**src/rtl/core/ole_pkg.sv**
```systemverilog
// Shared types and constants of the ordered list engine.
package ole_pkg;

   localparam int unsigned ACTION_W = 3;
   localparam int unsigned VALUE_W  = 32;
   localparam int unsigned STATUS_W = 2;
   localparam int unsigned COUNT_W  = 5;

   typedef enum logic [ACTION_W-1:0] {
      ACT_PUSH_FRONT = 3'd0,
      ACT_PUSH_BACK  = 3'd1,
      ACT_INSERT     = 3'd2,
      ACT_POP_FRONT  = 3'd3,
      ACT_POP_BACK   = 3'd4
   } action_type;

   typedef enum logic [STATUS_W-1:0] {
      ST_DONE  = 2'd0,
      ST_FULL  = 2'd1,
      ST_EMPTY = 2'd2
   } status_type;

   typedef enum logic [1:0] {
      S_IDLE,
      S_COMPARE,
      S_COMMIT,
      S_REPORT
   } state_type;

   // controller -> datapath
   typedef struct packed {
      logic load;
      logic compare;
      logic commit;
      logic report;
   } dp_cmd_type;

   // datapath -> controller
   typedef struct packed {
      logic out_free;
   } dp_stat_type;

endpackage

```
**src/rtl/core/ole_ctrl.sv**
```systemverilog
// Sequencing state machine of the ordered list engine.
module ole_ctrl (
   input  logic                 clock,
   input  logic                 reset,
   input  logic                 req_valid,
   output logic                 req_stall,
   input  ole_pkg::dp_stat_type dp_stat,
   output ole_pkg::dp_cmd_type  dp_cmd
);
   import ole_pkg::*;

   state_type state_ff;
   state_type state_in;

   always_ff @(posedge clock) begin
      if (reset) begin
         state_ff <= S_IDLE;
      end else begin
         state_ff <= state_in;
      end
   end

   always_comb begin
      state_in = state_ff;
      unique case (state_ff)
         S_IDLE: begin
            if (req_valid) state_in = S_COMPARE;
         end
         S_COMPARE: state_in = S_COMMIT;
         S_COMMIT:  state_in = S_REPORT;
         S_REPORT: begin
            if (dp_stat.out_free) state_in = S_IDLE;
         end
         default: state_in = S_IDLE;
      endcase
   end

   always_comb begin
      req_stall      = (state_ff != S_IDLE);
      dp_cmd.load    = (state_ff == S_IDLE) && req_valid;
      dp_cmd.compare = (state_ff == S_COMPARE);
      dp_cmd.commit  = (state_ff == S_COMMIT);
      dp_cmd.report  = (state_ff == S_REPORT) && dp_stat.out_free;
   end

endmodule

```
**src/rtl/core/ole_dpath.sv**
```systemverilog
// Slot chain, compare row and result register of the ordered list engine.
module ole_dpath #(
   parameter int unsigned CAPACITY = 16
) (
   input  logic                                clock,
   input  logic                                reset,
   input  logic [ole_pkg::ACTION_W-1:0]        req_action,
   input  logic signed [ole_pkg::VALUE_W-1:0]  req_value,
   input  ole_pkg::dp_cmd_type                 dp_cmd,
   output ole_pkg::dp_stat_type                dp_stat,
   output logic                                rsp_valid,
   input  logic                                rsp_stall,
   output logic [ole_pkg::STATUS_W-1:0]        rsp_status,
   output logic signed [ole_pkg::VALUE_W-1:0]  rsp_removed_value,
   output logic [ole_pkg::COUNT_W-1:0]         rsp_entry_count,
   output logic signed [ole_pkg::VALUE_W-1:0]  rsp_first_value,
   output logic signed [ole_pkg::VALUE_W-1:0]  rsp_last_value
);
   import ole_pkg::*;

   localparam int unsigned CNT_W = $clog2(CAPACITY + 1);

   // request registers
   logic [ACTION_W-1:0]       act_ff;
   logic signed [VALUE_W-1:0] val_ff;

   // slot chain, front at index 0; valid is a thermometer code
   logic signed [VALUE_W-1:0] slot_ff [CAPACITY];
   logic signed [VALUE_W-1:0] slot_in [CAPACITY];
   logic [CAPACITY-1:0]       valid_ff;
   logic [CAPACITY-1:0]       valid_in;
   logic [CNT_W-1:0]          count_ff;
   logic [CNT_W-1:0]          count_in;
   logic                      state_we;

   // per-cell "stored entry less than value"
   logic [CAPACITY-1:0]       lt_ff;
   logic [CAPACITY-1:0]       lt_in;
   logic [CAPACITY-1:0]       keep;
   logic                      keep_prev;

   logic [CAPACITY-1:0]       is_last;
   logic signed [VALUE_W-1:0] last_sel;
   logic                      full;
   logic                      empty;

   logic [STATUS_W-1:0]       status_ff;
   logic [STATUS_W-1:0]       status_in;
   logic signed [VALUE_W-1:0] removed_ff;
   logic signed [VALUE_W-1:0] removed_in;

   logic                      rsp_valid_ff;
   logic                      rsp_valid_in;
   logic [STATUS_W-1:0]       rsp_status_ff;
   logic signed [VALUE_W-1:0] rsp_removed_ff;
   logic [COUNT_W-1:0]        rsp_count_ff;
   logic signed [VALUE_W-1:0] rsp_first_ff;
   logic signed [VALUE_W-1:0] rsp_last_ff;
   logic [CNT_W+COUNT_W-1:0]  count_wide;

   assign full  = valid_ff[CAPACITY-1];
   assign empty = !valid_ff[0];

   always_comb begin
      for (int i = 0; i < CAPACITY; i++) begin
         lt_in[i] = valid_ff[i] && (slot_ff[i] < val_ff);
      end
   end

   // back entry picked by the valid edge
   always_comb begin
      last_sel = '0;
      for (int i = 0; i < CAPACITY - 1; i++) begin
         is_last[i] = valid_ff[i] && !valid_ff[i+1];
      end
      is_last[CAPACITY-1] = valid_ff[CAPACITY-1];
      for (int i = 0; i < CAPACITY; i++) begin
         last_sel = last_sel | (slot_ff[i] & {VALUE_W{is_last[i]}});
      end
   end

   // keep[i]: cell i holds its entry on a push; the new value lands on the first cleared cell
   always_comb begin
      keep_prev = 1'b1;
      for (int i = 0; i < CAPACITY; i++) begin
         unique case (act_ff)
            ACT_PUSH_BACK: keep[i] = valid_ff[i];
            ACT_INSERT:    keep[i] = keep_prev && lt_ff[i];
            default:       keep[i] = 1'b0;
         endcase
         keep_prev = keep[i];
      end
   end

   always_comb begin
      for (int i = 0; i < CAPACITY; i++) begin
         slot_in[i] = slot_ff[i];
      end
      valid_in   = valid_ff;
      count_in   = count_ff;
      status_in  = ST_DONE;
      removed_in = '0;
      state_we   = 1'b0;
      unique case (act_ff)
         ACT_PUSH_FRONT, ACT_PUSH_BACK, ACT_INSERT: begin
            if (full) begin
               status_in = ST_FULL;
            end else begin
               state_we   = 1'b1;
               slot_in[0] = keep[0] ? slot_ff[0] : val_ff;
               for (int i = 1; i < CAPACITY; i++) begin
                  slot_in[i] = keep[i]   ? slot_ff[i] :
                               keep[i-1] ? val_ff     : slot_ff[i-1];
               end
               valid_in = {valid_ff[CAPACITY-2:0], 1'b1};
               count_in = count_ff + CNT_W'(1);
            end
         end
         ACT_POP_FRONT: begin
            if (empty) begin
               status_in = ST_EMPTY;
            end else begin
               state_we   = 1'b1;
               removed_in = slot_ff[0];
               for (int i = 0; i < CAPACITY - 1; i++) begin
                  slot_in[i] = slot_ff[i+1];
               end
               valid_in = {1'b0, valid_ff[CAPACITY-1:1]};
               count_in = count_ff - CNT_W'(1);
            end
         end
         ACT_POP_BACK: begin
            if (empty) begin
               status_in = ST_EMPTY;
            end else begin
               state_we   = 1'b1;
               removed_in = last_sel;
               valid_in   = {1'b0, valid_ff[CAPACITY-1:1]};
               count_in   = count_ff - CNT_W'(1);
            end
         end
         default: begin
            status_in = ST_DONE;
         end
      endcase
   end

   assign dp_stat.out_free = !rsp_valid_ff || !rsp_stall;

   always_comb begin
      rsp_valid_in = rsp_valid_ff;
      if (dp_cmd.report) begin
         rsp_valid_in = 1'b1;
      end else if (!rsp_stall) begin
         rsp_valid_in = 1'b0;
      end
   end

   assign count_wide = {{COUNT_W{1'b0}}, count_ff};

   always_ff @(posedge clock) begin
      if (reset) begin
         valid_ff     <= '0;
         count_ff     <= '0;
         rsp_valid_ff <= 1'b0;
      end else begin
         if (dp_cmd.commit && state_we) begin
            valid_ff <= valid_in;
            count_ff <= count_in;
         end
         rsp_valid_ff <= rsp_valid_in;
      end
   end

   always_ff @(posedge clock) begin
      if (dp_cmd.load) begin
         act_ff <= req_action;
         val_ff <= req_value;
      end
      if (dp_cmd.compare) begin
         lt_ff <= lt_in;
      end
      if (dp_cmd.commit) begin
         status_ff  <= status_in;
         removed_ff <= removed_in;
         if (state_we) begin
            for (int i = 0; i < CAPACITY; i++) begin
               slot_ff[i] <= slot_in[i];
            end
         end
      end
      if (dp_cmd.report) begin
         rsp_status_ff  <= status_ff;
         rsp_removed_ff <= removed_ff;
         rsp_count_ff   <= count_wide[COUNT_W-1:0];
         rsp_first_ff   <= valid_ff[0] ? slot_ff[0] : '0;
         rsp_last_ff    <= last_sel;
      end
   end

   assign rsp_valid         = rsp_valid_ff;
   assign rsp_status        = rsp_status_ff;
   assign rsp_removed_value = rsp_removed_ff;
   assign rsp_entry_count   = rsp_count_ff;
   assign rsp_first_value   = rsp_first_ff;
   assign rsp_last_value    = rsp_last_ff;

endmodule

```
**src/rtl/core/ordered_list_engine_core.sv**
```systemverilog
// Top level of the ordered list engine: bounded sorted list / deque of signed words.
//
//   channel   direction  handshake              payload
//   req_      in         req_valid / req_stall  action, value
//   rsp_      out        rsp_valid / rsp_stall  status, removed_value, entry_count,
//                                               first_value, last_value
//
// One request is in flight at a time: accept, compare row, commit, report. rsp_valid rises
// when the report step loads the output register, and with rsp_stall low the next request
// is taken once the controller's four-state sequence is back in idle, with the compare
// row registered ahead of commit.
// The result sits in an output register, so the next request is accepted while the
// previous result still waits on rsp_stall; only a second finished result stalls the
// report step. Synchronous active-high reset empties the list at once (no clearing pass).
module ordered_list_engine_core #(
   parameter int unsigned CAPACITY = 16
) (
   input  logic                                clock,
   input  logic                                reset,
   // request channel
   input  logic                                req_valid,
   output logic                                req_stall,
   input  logic [ole_pkg::ACTION_W-1:0]        req_action,
   input  logic signed [ole_pkg::VALUE_W-1:0]  req_value,
   // response channel
   output logic                                rsp_valid,
   input  logic                                rsp_stall,
   output logic [ole_pkg::STATUS_W-1:0]        rsp_status,
   output logic signed [ole_pkg::VALUE_W-1:0]  rsp_removed_value,
   output logic [ole_pkg::COUNT_W-1:0]         rsp_entry_count,
   output logic signed [ole_pkg::VALUE_W-1:0]  rsp_first_value,
   output logic signed [ole_pkg::VALUE_W-1:0]  rsp_last_value
);
   import ole_pkg::*;

   dp_cmd_type  dp_cmd;
   dp_stat_type dp_stat;

   // Sequencer: steps each transaction through compare, commit and report.
   ole_ctrl u_ctrl (
      .clock     (clock),
      .reset     (reset),
      .req_valid (req_valid),
      .req_stall (req_stall),
      .dp_stat   (dp_stat),
      .dp_cmd    (dp_cmd)
   );

   // Datapath: slot chain with per-cell compare; pushes shift the tail back one cell,
   // pop front shifts everything forward, pop back only drops the valid edge.
   ole_dpath #(
      .CAPACITY (CAPACITY)
   ) u_dpath (
      .clock             (clock),
      .reset             (reset),
      .req_action        (req_action),
      .req_value         (req_value),
      .dp_cmd            (dp_cmd),
      .dp_stat           (dp_stat),
      .rsp_valid         (rsp_valid),
      .rsp_stall         (rsp_stall),
      .rsp_status        (rsp_status),
      .rsp_removed_value (rsp_removed_value),
      .rsp_entry_count   (rsp_entry_count),
      .rsp_first_value   (rsp_first_value),
      .rsp_last_value    (rsp_last_value)
   );

endmodule

```
**config.mk**
```make
export PLATFORM = sky130hd
export DESIGN_NAME = ordered_list_engine_core
export DESIGN_NICKNAME = d
export VERILOG_FILES = /design/src/rtl/core/ole_pkg.sv /design/src/rtl/core/ole_ctrl.sv /design/src/rtl/core/ole_dpath.sv /design/src/rtl/core/ordered_list_engine_core.sv
export SDC_FILE = /design/constraint.sdc
export NUM_CORES = 2
export LEC_CHECK = 0
export BUFFER_PORTS_ARGS = -buffer_cell sky130_fd_sc_hd__buf_2
export CAP_MARGIN = 10
export CORE_ASPECT_RATIO = 0.8
export CORE_MARGIN = 3
export CORE_UTILIZATION = 30
export CTS_BUF_LIST = sky130_fd_sc_hd__clkbuf_4 sky130_fd_sc_hd__clkbuf_8 sky130_fd_sc_hd__clkbuf_16
export CTS_CLUSTER_DIAMETER = 150
export DETAILED_ROUTE_END_ITERATION = 12
export GPL_TIMING_DRIVEN = 0
export PLACE_DENSITY = 0.54
export SETUP_SLACK_MARGIN = 0.2
export SYNTH_ARGS = -nofsm -noshare
export SYNTH_HDL_FRONTEND = slang
export SYNTH_SLANG_ARGS = --single-unit
```
**constraint.sdc**
```tcl
create_clock -name clock -period 9.6 [get_ports clock]
set_input_delay 1.44 -clock clock [delete_from_list [all_inputs] [get_ports clock]]
set_output_delay 1.44 -clock clock [all_outputs]
set_load 0.05 [all_outputs]
```
==> flow_metrics.tcl <==
set metrics [dict create \
    post_synth_num_cell_types 68 \
    grtUsageTotal_pct 29.7 \
    crit_family "simple AND/OR/NAND/NOR gates" \
    drv_slew 0 \
    postRouteAntennaNets 0 \
    start_kind "flip-flop" \
    synth_cells 4165 \
    drt_first_pass_iters 6 \
    async_reset_ff_share_pct 0 \
    grt_max_degree 36 \
    clock_sinks 724 \
    max_freq_mhz 198 \
    period_needed_ns 5.05 \
    fillers 15200 \
    final.setup_skew_ns 0.0342 \
    hold_viol_final 0 \
    power_switching_uw 5390 \
    route.detailed.drc 0 \
    synth_fp_nets 4709 \
    post_cts_buffers 0 \
    hpwlAfterDp_mm 194 \
    num-nets-final 4991 \
    ios 144 \
    status "complete, no violations" \
    irDropWorstVdd_uv 126 \
    path_buf_inv 2 \
    fin_tns_setup_ns 0 \
    path_class "flip-flop to flip-flop" \
    crit_fanout 32 \
    max-cap-violations 0 \
    p_int_uw 7690 \
    syn_area_per_cell_um2 11.2 \
    relSlewSlack_pct 7.50 \
    grt_first_pass_wirelength_mm 327 \
    syn2layout_area_growth_pct 16.1 \
    initial_core_util_pct 30.4 \
    p_sw_share_pct 41.2 \
    first_iter_violations 6919 \
    cp_cell_sequence "nand2_1 -> nor2_1 -> and2_1 -> clkbuf_1 -> o21ai_2 -> clkbuf_2 -> nor2_4" \
    die_h_um 358 \
    worstMarginPinSlew_ns 1.39 \
    grt_pass1_vias 39400 \
    synth.top_cell.area_share_pct 45.1 \
    hold_buffers 0 \
    yosys_most_used_dff "edfxtp_1" \
    synth_edf_count 700 \
    wl_per_cell_um 37.6 \
    p_clk_share_pct 28.7 \
    drt-total-wl_mm 246 \
    mostFrequentLayoutCell "edfxtp_1" \
    fp-row-count 128 \
    crit_path_max_incr_delay_ns 1.01 \
    die_area_um2 160000 \
    cts_tree "yes" \
    cp.required_ns 9.94 \
    vias_per_cell 6.50 \
    cts_root_buffer "clkbuf_16" \
    vias 42500 \
    powerDensity_nw_per_um2 242 \
    drive_gt1_share_pct 10.6 \
    antenna_found_initial 7 \
    netlist.top_cell.by_area "edfxtp_1" \
    cts_max_level 3 \
    final_cell_mix "700 x edfxtp_1, 503 x ha_1, 358 x o21ai_0" \
    yosysSeqAreaShare_pct 46.1 \
    slowest_stage "clkbuf_1" \
    finalCritPeriodShare_pct 52.6 \
    core_area_um2 153000 \
    numPortBuffers 143 \
    clkTransAtPathRegs_ns 0.06 \
    worst_hold_slack_ns 0.418 \
    dp_slack_ns 4.93 \
    p_leak_uw 0.0198 \
    gp_congestion 1.03 \
    cp.arrival_ns 5.40 \
    cts_buffers 90 \
    cts.path.max_buffers 3 \
    clk_latency_ns 0.74 \
    setup_viol 0 \
    endpoint_kind "flip-flop" \
    ys_warn_count 0 \
    die_x_um 447 \
    rsz0062_at_grt "no" \
    setup_slack_ns 4.55 \
    cts_resized 0 \
    hold_path_class "flip-flop to flip-flop" \
    netlist_area_um2 46600 \
    ys_seq_elements 724 \
    comb_power_share_pct 33.4 \
    ys_top_cells_by_area "edfxtp_1 45%, ha_1 14%, mux2i_1 4.3%" \
    overflow 0 \
    seqPwrFrac_pct 37.9 \
]
[per-stage QoR]
| step | utilization, % | instances | power, uW | area [um^2] |
|---|---|---|---|---|
| floorplan | - | 4165 | 6940 | 46600 |
| global placement | 32.5 | 6323 | 8940 | 49800 |
| detailed placement | 33.2 | 6365 | 9110 | 50800 |
| CTS | 35.2 | 6533 | 12900 | 54000 |
| global route | 35.3 | 6538 | 13500 | 54100 |
| finish | 35.3 | 6544 | 13100 | 54100 |
[state kept, by name, summed over array words and instances (netlist names), 2 cells and up]
| register | count |
|---|---|
| u_dpath.rsp_status | 2 |
| u_dpath.rsp_first_value | 32 |
| u_dpath.valid_ff | 16 |
| u_dpath.status_ff | 2 |
| u_dpath.act_ff | 3 |
| u_dpath.count_ff | 5 |
| u_dpath.slot_ff | 512 |
| u_dpath.lt_ff | 16 |
| u_ctrl.state_ff | 2 |
| u_dpath.val_ff | 32 |
| u_dpath.removed_ff | 32 |
| u_dpath.rsp_last_value | 32 |
| u_dpath.rsp_entry_count | 5 |
| u_dpath.rsp_removed_value | 32 |
[synth_stat cells, types with 109 or more instances]
cell	count
a221o_1	192
nor2_1	137
o21ai_0	358
nand2_1	340
a22o_1	124
mux2i_1	201
edfxtp_1	700
clkbuf_1	240
ha_1	504
a221oi_1	109
a21oi_1	197
nor4b_1	195
[cell type report]
| cell class | count | area (um^2) | share of cell area (%) |
|---|---|---|---|
| clock buffer | 106 | 2440 | 4.51 |
| timing repair buffer | 190 | 1530 | 2.82 |
| tap | 2015 | 2520 | 4.66 |
| buffer | 297 | 1180 | 2.18 |
| antenna | 6 | 15.0 | 0.0278 |
| multi-input combinational | 3092 | 24000 | 44.4 |
| inverter | 52 | 195 | 0.361 |
| clock inverter | 62 | 693 | 1.28 |
| sequential | 724 | 21500 | 39.7 |
[routing by layer]
layer,GRT usage (%),routed length [um],vias to the layer above
li1,-,-,17400
met1,42.2,104000,21400
met2,40.3,95600,3236
met3,12.5,38000,402
met4,8.87,8020,8
met5,0,53,-
[power by group through the flow]
stage | clock network [uW] | logic [uW] | registers, uW
3_3_place_gp | 0 | 3970 | 4970
6_report | 3750 | 4370 | 4950
3_5_place_dp | 0 | 4200 | 4920
5_1_grt | 3900 | 4640 | 4920
2_1_floorplan | 0 | 2300 | 4630
4_1_cts | 3780 | 4220 | 4850
[path summary, 6_finish.rpt]
kind | from | end | slack, ns | cells after the start
setup / recovery | u_dpath.act_ff[0] | u_dpath.slot_ff[12][9] | 4.55 | 7
hold / removal | u_dpath.removed_ff[23] | u_dpath.rsp_removed_value[23] | 0.42 | 0
setup reg to reg | u_dpath.act_ff[0] | u_dpath.slot_ff[12][9] | 4.55 | 7
hold reg to reg | u_dpath.removed_ff[23] | u_dpath.rsp_removed_value[23] | 0.42 | 0
[worst reg2reg max path, stage by stage, from the launching register on]
cell	delay (ns)
edfxtp_1	0.54
nand2_1	0.12
nor2_1	0.53
and2_1	0.22
clkbuf_1	1.01
o21ai_2	0.63
clkbuf_2	0.67
nor2_4	0.95
[kinds of logic after synthesis]
family                   share of synthesized area [%]
buffers and inverters                             2.95
XOR/XNOR                                        0.0752
flip-flops                                        46.1
multiplexers                                      5.09
AO/OA/AOI/OAI                                     19.9
adder cells (fa/ha/maj)                           13.6
AND/OR/NAND/NOR                                   12.3
Power figures use the tool's default switching activity.
